## src/rtl/core/unn_pkg.sv

```systemverilog
package unn_pkg;

  // input and result items
  typedef struct packed {
    logic [7:0] in_byte;
    logic       end_of_name;
  } in_item_t;

  typedef struct packed {
    logic [7:0] out_byte;
    logic       byte_present;
    logic       last_of_name;
  } out_item_t;

  // one decoded code point, already encoded, first byte in the top lane
  typedef struct packed {
    logic [31:0] bytes;
    logic [2:0]  cnt;
    logic        present;
    logic        last;
  } cp_entry_t;

  localparam int QUEUE_DEPTH_DEF = 4;

  localparam int CP_W = 21;

  // fullwidth block folded onto ascii
  localparam logic [CP_W-1:0] FW_LO     = 21'h00ff01;
  localparam logic [CP_W-1:0] FW_HI     = 21'h00ff5e;
  localparam logic [CP_W-1:0] FW_OFFSET = 21'h00fee0;

  // cjk punctuation and the fullwidth slash, which are dropped
  localparam logic [CP_W-1:0] CJK_SPACE   = 21'h003000;
  localparam logic [CP_W-1:0] CJK_MIDDOT  = 21'h0030fb;
  localparam logic [CP_W-1:0] CJK_COMMA   = 21'h003001;
  localparam logic [CP_W-1:0] CJK_STOP    = 21'h003002;
  localparam logic [CP_W-1:0] CJK_LBRACK  = 21'h003010;
  localparam logic [CP_W-1:0] CJK_RBRACK  = 21'h003011;
  localparam logic [CP_W-1:0] CJK_LQUOTE  = 21'h00300c;
  localparam logic [CP_W-1:0] CJK_RQUOTE  = 21'h00300d;
  localparam logic [CP_W-1:0] FW_SLASH    = 21'h00ff0f;

endpackage

```

## src/rtl/core/utf8_name_normalizer.sv

```systemverilog
// path: the first output byte passes the entry queue, current-entry and output registers
// throughput: one input byte per cycle; output one byte per cycle while out_stall is low,
// set by the single output register; multi-byte points fill the entry queue and stall input
// reset: synchronous active-low rst_n clears decoder state, queue and output
// valid; no clearing pass
module utf8_name_normalizer #(
  parameter int QUEUE_DEPTH = unn_pkg::QUEUE_DEPTH_DEF
) (
  input  logic               clk,
  input  logic               rst_n,
  input  logic               in_valid,
  output logic               in_stall,
  input  unn_pkg::in_item_t  in_data,
  output logic               out_valid,
  input  logic               out_stall,
  output unn_pkg::out_item_t out_data
);

  logic               q_push;
  logic               q_pop;
  logic               q_full;
  logic               q_empty;
  unn_pkg::cp_entry_t q_entry;
  unn_pkg::cp_entry_t q_head;

  assign in_stall = q_full;

  // decode, fold, filter, encode
  unn_front u_front (
    .clk       (clk),
    .rst_n     (rst_n),
    .in_valid  (in_valid),
    .in_data   (in_data),
    .q_full    (q_full),
    .q_push    (q_push),
    .q_entry   (q_entry)
  );

  // entry queue between front and back
  unn_fifo #(
    .DEPTH (QUEUE_DEPTH)
  ) u_fifo (
    .clk        (clk),
    .rst_n      (rst_n),
    .push       (q_push),
    .push_entry (q_entry),
    .pop        (q_pop),
    .head       (q_head),
    .full       (q_full),
    .empty      (q_empty)
  );

  // byte serializer and output register
  unn_back u_back (
    .clk       (clk),
    .rst_n     (rst_n),
    .head      (q_head),
    .q_empty   (q_empty),
    .q_pop     (q_pop),
    .out_valid (out_valid),
    .out_stall (out_stall),
    .out_data  (out_data)
  );

endmodule

```

## src/rtl/core/unn_front.sv

```systemverilog
module unn_front (
  input  logic                clk,
  input  logic                rst_n,
  input  logic                in_valid,
  input  unn_pkg::in_item_t   in_data,
  input  logic                q_full,
  output logic                q_push,
  output unn_pkg::cp_entry_t  q_entry
);

  logic [unn_pkg::CP_W-1:0] part_r, part_nxt;
  logic [1:0]               exp_r, exp_nxt;

  logic                     in_accept;
  logic [7:0]               b;
  logic                     consumed;
  logic [unn_pkg::CP_W-1:0] gathered;
  logic                     have_cp;
  logic [unn_pkg::CP_W-1:0] cp_raw;
  logic [unn_pkg::CP_W-1:0] cp_fw;
  logic [unn_pkg::CP_W-1:0] cp;
  logic                     kept;
  logic [31:0]              enc;
  logic [2:0]               enc_cnt;

  assign b         = in_data.in_byte;
  assign in_accept = in_valid && !q_full;
  assign gathered  = {part_r[unn_pkg::CP_W-7:0], b[5:0]};

  // decode: continuation, abort, lead byte
  always_comb begin
    consumed = (exp_r != 2'd0) && (b[7:6] == 2'b10);
    have_cp  = 1'b0;
    cp_raw   = '0;
    part_nxt = '0;
    exp_nxt  = 2'd0;
    if (consumed) begin
      part_nxt = gathered;
      exp_nxt  = exp_r - 2'd1;
      if (exp_r == 2'd1) begin
        have_cp  = 1'b1;
        cp_raw   = gathered;
        part_nxt = '0;
      end
    end else begin
      if (b[7] == 1'b0) begin
        have_cp = 1'b1;
        cp_raw  = {13'd0, b};
      end else if (b[7:5] == 3'b110) begin
        part_nxt = {16'd0, b[4:0]};
        exp_nxt  = 2'd1;
      end else if (b[7:4] == 4'b1110) begin
        part_nxt = {17'd0, b[3:0]};
        exp_nxt  = 2'd2;
      end else if (b[7:3] == 5'b11110) begin
        part_nxt = {18'd0, b[2:0]};
        exp_nxt  = 2'd3;
      end
    end
    if (in_data.end_of_name) begin
      part_nxt = '0;
      exp_nxt  = 2'd0;
    end
  end

  // fold fullwidth and upper case, then filter
  always_comb begin
    cp_fw = cp_raw;
    if (cp_raw >= unn_pkg::FW_LO && cp_raw <= unn_pkg::FW_HI) begin
      cp_fw = cp_raw - unn_pkg::FW_OFFSET;
    end
    cp = cp_fw;
    if (cp_fw inside {[21'h41 : 21'h5a]}) begin
      cp = cp_fw + 21'h20;
    end
    if (cp inside {[21'h61 : 21'h7a], [21'h30 : 21'h39]}) begin
      kept = 1'b1;
    end else if (cp <= 21'h7f) begin
      kept = 1'b0;
    end else if (cp inside {unn_pkg::CJK_SPACE, unn_pkg::CJK_MIDDOT, unn_pkg::CJK_COMMA,
                            unn_pkg::CJK_STOP, unn_pkg::CJK_LBRACK, unn_pkg::CJK_RBRACK,
                            unn_pkg::CJK_LQUOTE, unn_pkg::CJK_RQUOTE,
                            unn_pkg::FW_SLASH}) begin
      kept = 1'b0;
    end else begin
      kept = 1'b1;
    end
  end

  // utf-8 encode, first byte in the top lane
  always_comb begin
    if (cp <= 21'h7f) begin
      enc     = {cp[7:0], 24'd0};
      enc_cnt = 3'd1;
    end else if (cp <= 21'h7ff) begin
      enc     = {3'b110, cp[10:6], 2'b10, cp[5:0], 16'd0};
      enc_cnt = 3'd2;
    end else if (cp <= 21'hffff) begin
      enc     = {4'b1110, cp[15:12], 2'b10, cp[11:6], 2'b10, cp[5:0], 8'd0};
      enc_cnt = 3'd3;
    end else begin
      enc     = {5'b11110, cp[20:18], 2'b10, cp[17:12], 2'b10, cp[11:6],
                 2'b10, cp[5:0]};
      enc_cnt = 3'd4;
    end
  end

  // queue entry: encoded point, or bare end marker
  always_comb begin
    q_entry.last = in_data.end_of_name;
    if (have_cp && kept) begin
      q_entry.bytes   = enc;
      q_entry.cnt     = enc_cnt;
      q_entry.present = 1'b1;
    end else begin
      q_entry.bytes   = '0;
      q_entry.cnt     = 3'd1;
      q_entry.present = 1'b0;
    end
    q_push = in_accept && ((have_cp && kept) || in_data.end_of_name);
  end

  // decoder state
  always_ff @(posedge clk) begin
    if (!rst_n) begin
      part_r <= '0;
      exp_r  <= 2'd0;
    end else if (in_accept) begin
      part_r <= part_nxt;
      exp_r  <= exp_nxt;
    end
  end

endmodule

```

## src/rtl/core/unn_fifo.sv

```systemverilog
module unn_fifo #(
  parameter int DEPTH = unn_pkg::QUEUE_DEPTH_DEF
) (
  input  logic                clk,
  input  logic                rst_n,
  input  logic                push,
  input  unn_pkg::cp_entry_t  push_entry,
  input  logic                pop,
  output unn_pkg::cp_entry_t  head,
  output logic                full,
  output logic                empty
);

  localparam int PW = (DEPTH > 1) ? $clog2(DEPTH) : 1;
  localparam int CW = $clog2(DEPTH + 1);

  unn_pkg::cp_entry_t mem_r [DEPTH];
  logic [PW-1:0]      wr_ptr_r, wr_ptr_nxt;
  logic [PW-1:0]      rd_ptr_r, rd_ptr_nxt;
  logic [CW-1:0]      count_r, count_nxt;

  assign full  = (count_r == CW'(DEPTH));
  assign empty = (count_r == '0);
  assign head  = mem_r[rd_ptr_r];

  // pointer wrap and fill count
  always_comb begin
    wr_ptr_nxt = wr_ptr_r;
    rd_ptr_nxt = rd_ptr_r;
    count_nxt  = count_r;
    if (push) begin
      wr_ptr_nxt = (wr_ptr_r == PW'(DEPTH - 1)) ? '0 : wr_ptr_r + PW'(1);
    end
    if (pop) begin
      rd_ptr_nxt = (rd_ptr_r == PW'(DEPTH - 1)) ? '0 : rd_ptr_r + PW'(1);
    end
    if (push && !pop) begin
      count_nxt = count_r + CW'(1);
    end else if (pop && !push) begin
      count_nxt = count_r - CW'(1);
    end
  end

  always_ff @(posedge clk) begin
    if (!rst_n) begin
      wr_ptr_r <= '0;
      rd_ptr_r <= '0;
      count_r  <= '0;
    end else begin
      wr_ptr_r <= wr_ptr_nxt;
      rd_ptr_r <= rd_ptr_nxt;
      count_r  <= count_nxt;
    end
  end

  // entry storage
  always_ff @(posedge clk) begin
    if (push) begin
      mem_r[wr_ptr_r] <= push_entry;
    end
  end

endmodule

```

## src/rtl/core/unn_back.sv

```systemverilog
module unn_back (
  input  logic                clk,
  input  logic                rst_n,
  input  unn_pkg::cp_entry_t  head,
  input  logic                q_empty,
  output logic                q_pop,
  output logic                out_valid,
  input  logic                out_stall,
  output unn_pkg::out_item_t  out_data
);

  logic [31:0]        cur_bytes_r, cur_bytes_nxt;
  logic [2:0]         cur_cnt_r, cur_cnt_nxt;
  logic               cur_present_r, cur_present_nxt;
  logic               cur_last_r, cur_last_nxt;
  logic               out_valid_r, out_valid_nxt;
  unn_pkg::out_item_t out_data_r, out_data_nxt;
  logic               out_load;

  assign out_load  = !out_valid_r || !out_stall;
  assign q_pop     = !q_empty && ((cur_cnt_r == 3'd0) || (out_load && cur_cnt_r == 3'd1));
  assign out_valid = out_valid_r;
  assign out_data  = out_data_r;

  // serialize current entry into the output register
  always_comb begin
    cur_bytes_nxt   = cur_bytes_r;
    cur_cnt_nxt     = cur_cnt_r;
    cur_present_nxt = cur_present_r;
    cur_last_nxt    = cur_last_r;
    out_valid_nxt   = out_valid_r;
    out_data_nxt    = out_data_r;
    if (out_load) begin
      out_valid_nxt = 1'b0;
      if (cur_cnt_r != 3'd0) begin
        out_valid_nxt             = 1'b1;
        out_data_nxt.out_byte     = cur_bytes_r[31:24];
        out_data_nxt.byte_present = cur_present_r;
        out_data_nxt.last_of_name = cur_last_r && (cur_cnt_r == 3'd1);
        cur_bytes_nxt             = {cur_bytes_r[23:0], 8'd0};
        cur_cnt_nxt               = cur_cnt_r - 3'd1;
      end
    end
    if (q_pop) begin
      cur_bytes_nxt   = head.bytes;
      cur_cnt_nxt     = head.cnt;
      cur_present_nxt = head.present;
      cur_last_nxt    = head.last;
    end
  end

  // control state
  always_ff @(posedge clk) begin
    if (!rst_n) begin
      cur_cnt_r   <= 3'd0;
      out_valid_r <= 1'b0;
    end else begin
      cur_cnt_r   <= cur_cnt_nxt;
      out_valid_r <= out_valid_nxt;
    end
  end

  // payload
  always_ff @(posedge clk) begin
    cur_bytes_r   <= cur_bytes_nxt;
    cur_present_r <= cur_present_nxt;
    cur_last_r    <= cur_last_nxt;
    out_data_r    <= out_data_nxt;
  end

endmodule

```

## config.mk

```make
export PLATFORM = sky130hd
export DESIGN_NAME = utf8_name_normalizer
export DESIGN_NICKNAME = d
export VERILOG_FILES = /design/src/rtl/core/unn_pkg.sv /design/src/rtl/core/utf8_name_normalizer.sv /design/src/rtl/core/unn_front.sv /design/src/rtl/core/unn_fifo.sv /design/src/rtl/core/unn_back.sv
export SDC_FILE = /design/constraint.sdc
export NUM_CORES = 1
export LEC_CHECK = 0
export ABC_AREA = 1
export BUFFER_PORTS_ARGS = -buffer_cell sky130_fd_sc_hd__buf_2
export CAP_MARGIN = 15
export CORE_MARGIN = 5
export CORE_UTILIZATION = 45
export CTS_CLUSTER_SIZE = 14
export DETAILED_ROUTE_END_ITERATION = 10
export SLEW_MARGIN = 25
export SYNTH_ARGS = -nofsm -noshare
export SYNTH_HDL_FRONTEND = slang
export SYNTH_SLANG_ARGS = --single-unit
```

## constraint.sdc

```tcl
create_clock -name clk -period 14.8 [get_ports clk]
set_clock_uncertainty 0.1 [all_clocks]
set_input_delay 2.22 -clock clk [delete_from_list [all_inputs] [get_ports clk]]
set_output_delay 2.22 -clock clk [all_outputs]
set_load 0.005 [all_outputs]
```

Word level (Yosys, flattened, before mapping)
Memory sizes are Yosys's and may differ from the RTL's. A register that Yosys moved wholly into a read port is not among the register bits.
Index checks and enable logic that the tools add are counted.
Widths: inputs -> output; s select.

operators by class
  order comparisons = 11
  muxes and demuxes = 46
  reduce and logical (&&, ||, !) cells = 33
  equality and inequality tests = 18
  $add $sub $neg = 8

operators by type and width
  operator                number
  $eq 21x14->1 const B    8
  $mux 32                 5
  $mux 21                 4
  $mux 15                 5
  $le 21x7->1 const B     3
  $ge 21x7->1 const B     2
  $le 21x16->1 const B    2
  $mux 36                 1
  $mux 29                 1
  $mux 3                  9
  $add 21x6->21 const B   1
  $eq 21x16->1 const B    1
  $ge 21x16->1 const B    1
  $ge 21x6->1 const B     1
  $le 21x11->1 const B    1
  $le 21x6->1 const B     1
  $sub 21x16->21 const B  1
  $mux 2                  10
  $logic_and 1x1->1       13
  $reduce_bool 2->1       5
  $mux 1                  9
  $reduce_bool 9->1       1
  $mux 7                  1
  $eq 2x2->1 const B      3
  other kinds (15)        27

storage, ports and cells
  register bits = 72
  output and inout bits = 12
  bits in writable memories = 148
  bits of input ports = 13
  memories = 1
  word-level logic and storage cells = 130

memory list
  memory        words  width  read ports  clocked after memory_dff  wr ports  line            text
  u_fifo.mem_r  4      37     1           1                         1         unn_fifo.sv:17  unn_pkg::cp_entry_t mem_r [DEPTH];

Longest topological paths before layout
Gate-level depths: netlist (run 1).

  word-level depth = 21
  depth in mapped cells = 51
  depth with buffers taken out = 51

By module
From an unflattened synthesis (run 1), not the netlist that was laid out.

second synthesis, totals
  cell total of the unflattened synthesis = 1,089
  area total of the unflattened synthesis = 10,540.1 sq um

modules (own cells, without submodules)
  module     seq. area each (sq um)  cells an instance  instances  area an instance (sq um)
  unn_fifo   4,624.4                 417                1          5,945.7
  unn_front  340.3                   481                1          2,557.5
  unn_back   1,401.3                 191                1          2,037.0

Least setup slack after synthesis (run 1)
OpenSTA, ideal clock, no wires.

  kind = input -> register
  start point = input in_data[8] (netlist bit)
  end point = memory u_fifo.mem_r[3][0] (netlist bit), enable pin
  arrival time = 6.951 ns
  required time = 14.277 ns
  setup slack = 7.326 ns
  stages on the path = 35
  setup time = 0.423 ns
  buffers on the path = 1
  path through = inv_2 nor2_2 nand2_4 nor2_1 nor2_1 ha_1 inv_1 nor2_1 nand3_1 nand3b_1 nand2_4 nand2_8 nand2_1 nand2_1 inv_1 ha_1 inv_1 o21ai_0 nand2_1 inv_1 nand2_1 nor2_2 nand3_2 nor3_4 nand3_1 nand2_1 nand3_1 nor2_2 buf_6 nand2_1 nor2_2 a21oi_4 nand3_2 nand2_2 nor2_1

between the ends
  longest elaborated chain between the ends = 19
  elaborated cells between the ends (all ways) = 42
  classes of those cells = add/sub (2); order compare (9); eq/ne (10); mux (11); reduce/logical (10)

RTL lines
  item                                                   line                        text
  start, declared                                        utf8_name_normalizer.sv:13  input unn_pkg::in_item_t in_data,
  branches (longest 14 deep; another with $ge 21x16->1)  --
  $logic_and 1x1->1 (*)                                  unn_front.sv:120            q_push = in_accept && ((have_cp && kept) || in_data.end_of_name);
  $logic_or 1x1->1 (*)                                   unn_front.sv:120
  $logic_and 1x1->1 (*)                                  unn_front.sv:120
  $mux 1 (*)                                             unn_fifo.sv:58              if (push) begin
  $mux 1 (implied by the code) (*)                       unn_fifo.sv:59              mem_r[wr_ptr_r] <= push_entry;
  end, declared                                          unn_fifo.sv:17

Mark *: on every way between the ends.

Worst setup path after layout (run 1)
  start point = input in_data[8] (netlist bit)
  end point = register u_fifo.count_r[1]

between the ends
  elaborated cells between the ends (all ways) = 45
  classes of those cells = add/sub (2); order compare (9); eq/ne (10); mux (10); reduce/logical (14)

RTL lines
  item                                                   line                        text
  branches (longest 14 deep; another with $ge 21x16->1)  --
  $logic_and 1x1->1 (*)                                  unn_front.sv:120
  $logic_or 1x1->1 (*)                                   unn_front.sv:120
  $logic_and 1x1->1 (*)                                  unn_front.sv:120
  via q_push                                             utf8_name_normalizer.sv:19  logic q_push;
  $logic_and 1x1->1 (*)                                  unn_fifo.sv:37              if (push && !pop) begin
  $mux 3 (*)                                             unn_fifo.sv:37
  via u_fifo.count_nxt[1]                                unn_fifo.sv:20              logic [CW-1:0] count_r, count_nxt;
  end signal, assigned                                   unn_fifo.sv:52              count_r <= count_nxt;
  end, declared                                          unn_fifo.sv:20

Mark *: on every way through the listed nets, which the timed path passes.
A chain may end at the register's enable or synchronous reset.

==> results of run 1 <==
==> worst max path at each step <==
stage | start | cells after the start | endpoint | slack [ns]
2_1_floorplan | in_data[8] | 35 | u_fifo.mem_r[3][0] | 7.33
3_3_place_gp | in_data[8] | 39 | u_fifo.count_r[1] | 6.45
3_5_place_dp | in_data[8] | 39 | u_fifo.count_r[1] | 6.23
4_1_cts | in_data[8] | 39 | u_fifo.count_r[1] | 6.70
5_1_grt | in_data[8] | 42 | u_fifo.count_r[2] | 6.05
6_report | in_data[8] | 39 | u_fifo.count_r[1] | 6.65
==> worst reg2reg max path, delay by kind of cell (launching register included) <==
kind	cells	cell delay [ns]
AND/OR/NAND/NOR	20	3.68
flip-flops	1	0.32
buffers and inverters	10	1.14
adder cells (fa/ha/maj)	4	1.13
AO/OA/AOI/OAI	4	0.46
==> layout by cell type, fill, tap and decap left out, drive strengths merged, types with 12 or more instances in the layout <==
master and count:
a31oi 24, a21oi 36, clkbuf 27, nand2 139, buf 33, inv 93
clkinv 12, nand3 34, ha 14, nor2 213, o21ai 91, o22ai 13
dfxtp 30, edfxtp 173
==> routing by layer <==
layer / wire length, um / global-route usage [%] / share of wire [%] / vias to the layer above
li1: - / - / - / 3309
met2: 10900 / 31.9 / 48 / 129
met1: 10400 / 25.3 / 46 / 3245
met4: 450 / 4.79 / 2.0 / 0
met5: 0 / 0 / 0 / -
met3: 813 / 2.45 / 3.6 / 32
==> report_power, final <==
group / leakage (nW) / switching, mW / internal (mW)
Sequential: 1.85 / 0.0384 / 0.769
Clock: 0.334 / 0.205 / 0.299
Combinational: 1.96 / 0.308 / 0.126
Total: 4.14 / 0.552 / 1.19
==> metrics by stage <==
step           power [mW]  hold slack, ns  instance area (um^2)  std cells  utilization, %
5_1_grt              1.85           0.325                 10600       1263            50.6
4_1_cts              1.77           0.319                 10600       1263            50.6
6_report             1.75           0.319                 10600       1263            50.6
3_5_place_dp         1.26           0.305                  9930       1225            47.4
2_1_floorplan        1.11           0.300                  9530        954               -
3_3_place_gp         1.26           0.302                  9930       1225            47.4
==> logic make-up (layout without fill, tap and decap cells) <==
logic type | count (synthesis) | count (layout) | synth area share, %
adder cells (fa/ha/maj) | 15 | 15 | 2.05
buffers and inverters | 132 | 166 | 5.52
AO/OA/AOI/OAI | 186 | 186 | 11.5
AND/OR/NAND/NOR | 414 | 414 | 19.8
flip-flops | 203 | 203 | 60.8
XOR/XNOR | 4 | 4 | 0.368
==> cell type report <==
type | instances | area (um^2) | area share, %
multi-input cells | 619 | 3240 | 30.6
well taps | 275 | 344 | 3.25
flip-flops and latches | 203 | 5800 | 54.7
inverters | 95 | 362 | 3.41
repair buffers | 33 | 188 | 1.77
clock inverters | 11 | 76.3 | 0.720
clock buffers | 27 | 591 | 5.57
==> state kept, by name (all words and copies together) (netlist names), 2 cells and up, named ones only <==
register and flops:
u_back.cur_cnt_r 3, u_back.out_data 10, u_fifo.mem_r 132, u_back.cur_bytes_r 29
u_fifo.rd_ptr_r 2, u_front.part_r 15, u_front.exp_r 2, u_fifo.wr_ptr_r 2
u_fifo.count_r 3
==> impl_summary.txt, run 1 <==
----------------------------------------------------
[GRT]
  Total congestion overflow after global routing ... 0
  Global-route wire length before repair ... 35.5 mm
  Pin count of the biggest net entering global routing ... 54
  Number of antenna violations at the first check in global routing ... 0
  Number of global-route vias before repair ... 6395
  Overall fraction of global-route tracks in use ... 18.7%

[Detailed routing]
  Avg WL per Cell ... 17.9 um
  DR vias ... 6715
  Initial detailed-routing violation count ... 409
  Via density ... 5.32
  Number of optimization iterations in the first detailed-route pass ... 4
  Final wirelength ... 22.6 mm
  Post-route antenna net violation count ... 0
  DRC violation count after routing ... 0

[Logic synthesis]
  Number of enable flip-flop cells after synthesis ... 173
  Netlist cell types ... 49
  Top cells by area, synth ... edfxtp_1 55%, nor2_1 7.9%, dfxtp_1 6.3%, nand2_1 4.6%, o21ai_0 4.5%
  Most numerous cell types in the synthesized netlist ... 201 x nor2_1, 173 x edfxtp_1, 117 x nand2_1, 85 x o21ai_0, 84 x inv_1
  Async SR Flop Fraction ... 0%
  Register bit count reported by yosys ... 203
  Yosys top cell by area ... edfxtp_1
  Sequential area share after synthesis ... 60.8%
  Mapped Avg Cell Area ... 9.98 um^2
  Number of nets produced by synthesis ... 982
  Number of warnings issued by yosys ... 0
  Post-synthesis cell count ... 954
  Area fraction of the dominant cell type after synthesis ... 54.5%
  Most used standard cell by instance count after synthesis ... nor2_1
  Summed instance area of the synthesized netlist ... 0.00953 mm^2
  Most frequently used flop master after synthesis ... edfxtp_1

[Die]
  Standard-cell row count ... 53
  Initial Util ... 45.5%
  I/O pin count ... 25
  Die outline area ... 0.0242 mm^2
  Area of the core ... 0.0210 mm^2
  Chip Width ... 155 um
  Floorplan die height ... 155 um

[Flow run]
  Max-cap check violation count ... 0

[Timing]
  Final Hold Violating Endpoints ... 0
  Period utilization ... 55.1%
  Fmax ... 0.123 GHz
  Slew at the pin closest to its max-slew limit ... 0.835 ns
  Slew Limit Fails ... 0
  Setup slack after layout ... 6.65 ns
  Setup violation total in the final timing report ... 0
  Shortest clock period the worst path allows after layout ... 8.15 ns
  Remaining max-slew budget at the tightest pin ... 44.0%
  Setup TNS after final layout ... 0 ns
  Unrepaired setup endpoints after global routing ... false

[Final layout]
  Net count reported at finish ... 1002
  Ratio of cells with drive above 1 in the final layout ... 13.0%
  Ant. Diodes ... 0
  Layout fillers ... 1962
  Signed area change from the synthesized netlist to the final layout ... 11.3%

[Clock tree]
  Hold buffer count at CTS ... 0
  # H-tree levels ... 1
  TritonCTS Buffers ... 22
  Max Buffers Root-to-Sink ... 3
  Num Clock Sinks ... 203
  Clock transition time at the flip-flop clock pins of the worst setup and hold paths ... 0.06 ns
  CTS tree ... yes
  Post-CTS repair timing setup buffer count ... 0
  Clock Tree Root ... clkbuf_16
  Worst-Skew Late Latency ... 0.48 ns
  CTS-repair resized insts ... 0

[Critical path]
  R2R setup slack ... 7.88 ns
  CP bufs+invs ... 10
  Classification of the worst setup path ... in2reg
  WP data arrival ... 8.42 ns
  Top fanout value on the critical path ... 20
  Largest stage delay on the critical path ... 0.62 ns
  Capturing element type of the critical path ... register
  Cell depth of the worst flop-to-flop path ... 38
  Slowest stage cell on the critical path ... nor2_2
  Startpoint kind of the worst setup timing path ... input port
  RR Startpoint ... u_front.exp_r[1]
  Worst r2r dst ... u_fifo.count_r[1]
  Critical Path RT ... 15.07 ns
  Cell type group with the largest total delay on the critical path ... simple AND/OR/NAND/NOR gates

[Min path]
  Cell depth of the worst min-delay path ... 0
  Worst hold path endpoint ... u_back.out_data[7]
  Hold Path Origin ... u_back.cur_bytes_r[29]
  Class of the most critical hold timing path ... reg2reg

[Power]
  Max rail drop VDD ... 144 uV
  Power Dens Cells ... 165 mW/mm^2
  Static power due to leakage ... 4.14 nW

[Placed design]
  Placer congestion estimate ... 0.989
  IO buf count ... 24
  Post-Place Setup Slack ... 6.23 ns
  Detailed Place HPWL ... 14.7 mm

[Status]
  Outcome ... finished clean

----------------------------------------------------
Note: power is estimated with default switching activity, not from simulation.
==> run 2, diff against run 1 <==
--- a/config.mk
+++ b/config.mk
@@ -5,7 +5,7 @@
 export SDC_FILE = /design/constraint.sdc
 export NUM_CORES = 1
 export LEC_CHECK = 0
-export ABC_AREA = 1
+export ABC_AREA = 0
 export BUFFER_PORTS_ARGS = -buffer_cell sky130_fd_sc_hd__buf_2
 export CAP_MARGIN = 15
 export CORE_MARGIN = 5
==> constraint.sdc (replaced) <==
create_clock -name clk -period 7 [get_ports clk]
set_clock_uncertainty 0.1 [all_clocks]
set_input_delay 1.05 -clock clk [delete_from_list [all_inputs] [get_ports clk]]
set_output_delay 1.05 -clock clk [all_outputs]
set_load 0.005 [all_outputs]
==> impl_summary.txt, run 2 <==
----------------------------------------------------
[Status]
  Outcome ... finished clean

[Detailed routing]
  Avg WL per Cell ... 20.5 um
  Post-route antenna net violation count ... 0
  DR vias ... 5502
  DRC violation count after routing ... 0
  Initial detailed-routing violation count ... 353
  Final wirelength ... 19.7 mm
  Via density ... 5.74
  Number of optimization iterations in the first detailed-route pass ... 5

[Clock tree]
  Clock transition time at the flip-flop clock pins of the worst setup and hold paths ... 0.06 ns
  CTS-repair resized insts ... 0
  Num Clock Sinks ... 203
  Hold buffer count at CTS ... 0
  TritonCTS Buffers ... 21
  Worst-Skew Late Latency ... 0.49 ns
  Clock Tree Root ... clkbuf_16
  Max Buffers Root-to-Sink ... 3
  # H-tree levels ... 1
  Post-CTS repair timing setup buffer count ... 0
  CTS tree ... yes

[Critical path]
  Most common cell type on the critical path ... ha_1
  Classification of the worst setup path ... in2reg
  Top fanout value on the critical path ... 13
  Critical Path RT ... 7.32 ns
  Slowest stage cell on the critical path ... nor4bb_1
  Capturing element type of the critical path ... register
  Largest stage delay on the critical path ... 0.59 ns
  WP data arrival ... 6.92 ns
  Startpoint kind of the worst setup timing path ... input port

[Final layout]
  Layout fillers ... 1648
  Ant. Diodes ... 0
  Register with the highest flop count ... u_fifo.mem_r
  Largest registers ... u_fifo.mem_r x132, u_back.cur_bytes_r x29, u_front.part_r x15
  Net count reported at finish ... 707
  Ratio of cells with drive above 1 in the final layout ... 18.7%
  Leading cell type in the layout, fill and taps excluded ... edfxtp_1
  Signed area change from the synthesized netlist to the final layout ... 13.2%
  Post-route non-filler standard cell count ... 959
  Number of flip-flops under the largest register name ... 132
  Commonest non-fill, non-tap cells in the layout ... 173 x edfxtp_1, 104 x nand2_1, 33 x mux4_2

[Logic synthesis]
  Number of warnings issued by yosys ... 0
  Number of nets produced by synthesis ... 678
  Register bit count reported by yosys ... 203
  Most used standard cell by instance count after synthesis ... edfxtp_1
  Area fraction of the dominant cell type after synthesis ... 57.5%
  Sequential area share after synthesis ... 64.2%
  Top cells by area, synth ... edfxtp_1 58%, mux4_2 8.2%, dfxtp_1 6.7%, nand2_1 4.3%, ha_1 1.9%
  Most numerous cell types in the synthesized netlist ... 173 x edfxtp_1, 104 x nand2_1, 33 x mux4_2, 31 x nor2_1, 30 x dfxtp_1
  Async SR Flop Fraction ... 0%
  Post-synthesis cell count ... 650
  Number of enable flip-flop cells after synthesis ... 173
  Summed instance area of the synthesized netlist ... 0.00903 mm^2
  Netlist cell types ... 79
  Most frequently used flop master after synthesis ... edfxtp_1
  Mapped Avg Cell Area ... 13.9 um^2
  Yosys top cell by area ... edfxtp_1

[GRT]
  Global-route wire length before repair ... 31.4 mm
  Overall fraction of global-route tracks in use ... 17.6%
  Total congestion overflow after global routing ... 0
  Number of global-route vias before repair ... 5570
  Number of antenna violations at the first check in global routing ... 0
  Pin count of the biggest net entering global routing ... 34

[Die]
  Chip Width ... 152 um
  I/O pin count ... 25
  Die outline area ... 0.0230 mm^2
  Standard-cell row count ... 51
  Initial Util ... 46.1%
  Area of the core ... 0.0196 mm^2
  Floorplan die height ... 152 um

[Power]
  Max rail drop VDD ... 169 uV
  Total power draw ... 3.58 mW
  Internal power consumption ... 2.61 mW
  Portion of total power attributed to combinational logic ... 22.6%
  Power Dens Cells ... 350 mW/mm^2
  Power dissipated by switching net loads ... 970 uW
  Proportion of power drawn by flip-flops and latches ... 45.7%
  Switching part of the total power ... 27.1%
  Clock share of power ... 31.8%
  Static power due to leakage ... 3.60 nW

[Timing]
  Slew at the pin closest to its max-slew limit ... 0.991 ns
  Remaining max-slew budget at the tightest pin ... 34.0%
  Setup violation total in the final timing report ... 0
  Unrepaired setup endpoints after global routing ... false
  Shortest clock period the worst path allows after layout ... 6.60 ns
  Slew Limit Fails ... 0
  Final Hold Violating Endpoints ... 0
  Hold slack ... 0.320 ns
  Fmax ... 0.151 GHz
  Period utilization ... 94.3%

[Placed design]
  IO buf count ... 24
  Placer congestion estimate ... 0.878
  Detailed Place HPWL ... 12.6 mm
  Post-placement cell count ... 921

[Min path]
  Class of the most critical hold timing path ... reg2reg

[Flow run]
  Max-cap check violation count ... 0

----------------------------------------------------
## run 2: worst max-delay path, delay by kind of cell
kind	cells	cell delay [ns]
AO/OA/AOI/OAI	9	2.04
XOR/XNOR	1	0.19
buffers and inverters	4	0.49
AND/OR/NAND/NOR	7	2.15
adder cells (fa/ha/maj)	4	1.00
## run 2: per-layer routing
metal	global-route usage, %	part of all wire, %
met1	24.1	44
met2	29.8	50
met3	2.53	4.4
met4	4.49	1.2
met5	0	0
## run 2: cell families (layout without fill, tap and decap cells)
kind of cell	Yosys count	count (layout)	synth area share, %
XOR/XNOR	4	4	0.471
multiplexers	38	38	8.80
buffers and inverters	55	99	2.41
AO/OA/AOI/OAI	110	110	9.49
AND/OR/NAND/NOR	225	225	12.5
flip-flops	203	203	64.2
adder cells (fa/ha/maj)	15	15	2.16
## run 2: final cells by class
| type | instances | area [um^2] | area share [%] |
|---|---|---|---|
| clock inverters | 11 | 129 | 1.26 |
| well taps | 265 | 332 | 3.25 |
| repair buffers | 40 | 265 | 2.60 |
| clock buffers | 27 | 589 | 5.77 |
| flip-flops and latches | 203 | 5800 | 56.7 |
| multi-input cells | 392 | 3030 | 29.6 |
| inverters | 21 | 80.1 | 0.784 |
## run 2: worst paths after layout
check / start / to / slack [ns] / depth (start not counted)
setup / recovery: in_data[7] / u_fifo.count_r[2] / 0.40 / 25
hold / removal: u_back.cur_bytes_r[29] / u_back.out_data[7] / 0.32 / 0
setup reg to reg: u_front.exp_r[0] / u_fifo.count_r[2] / 0.43 / 26
hold reg to reg: u_back.cur_bytes_r[29] / u_back.out_data[7] / 0.32 / 0
## run 2: per-stage QoR
step	setup TNS (ns)	cell area, um^2	utilization, %	worst slack, ns
final	0	10200	52.2	0.399
after global routing	0	10200	52.2	0.159
after CTS	0	10200	52.2	0.478
after detailed placement	-0.0284	9500	48.5	-0.0284
after global placement	0	9500	48.5	0.218
after floorplan	0	9030	-	0.724
## run 2: power by group through the flow
stage	clock, mW	combinational [mW]	sequential (mW)
6_report	1.14	0.808	1.63
2_1_floorplan	0	0.568	1.65
3_3_place_gp	0	0.815	1.65
5_1_grt	1.21	0.902	1.65
3_5_place_dp	0	0.824	1.66
4_1_cts	1.16	0.826	1.64
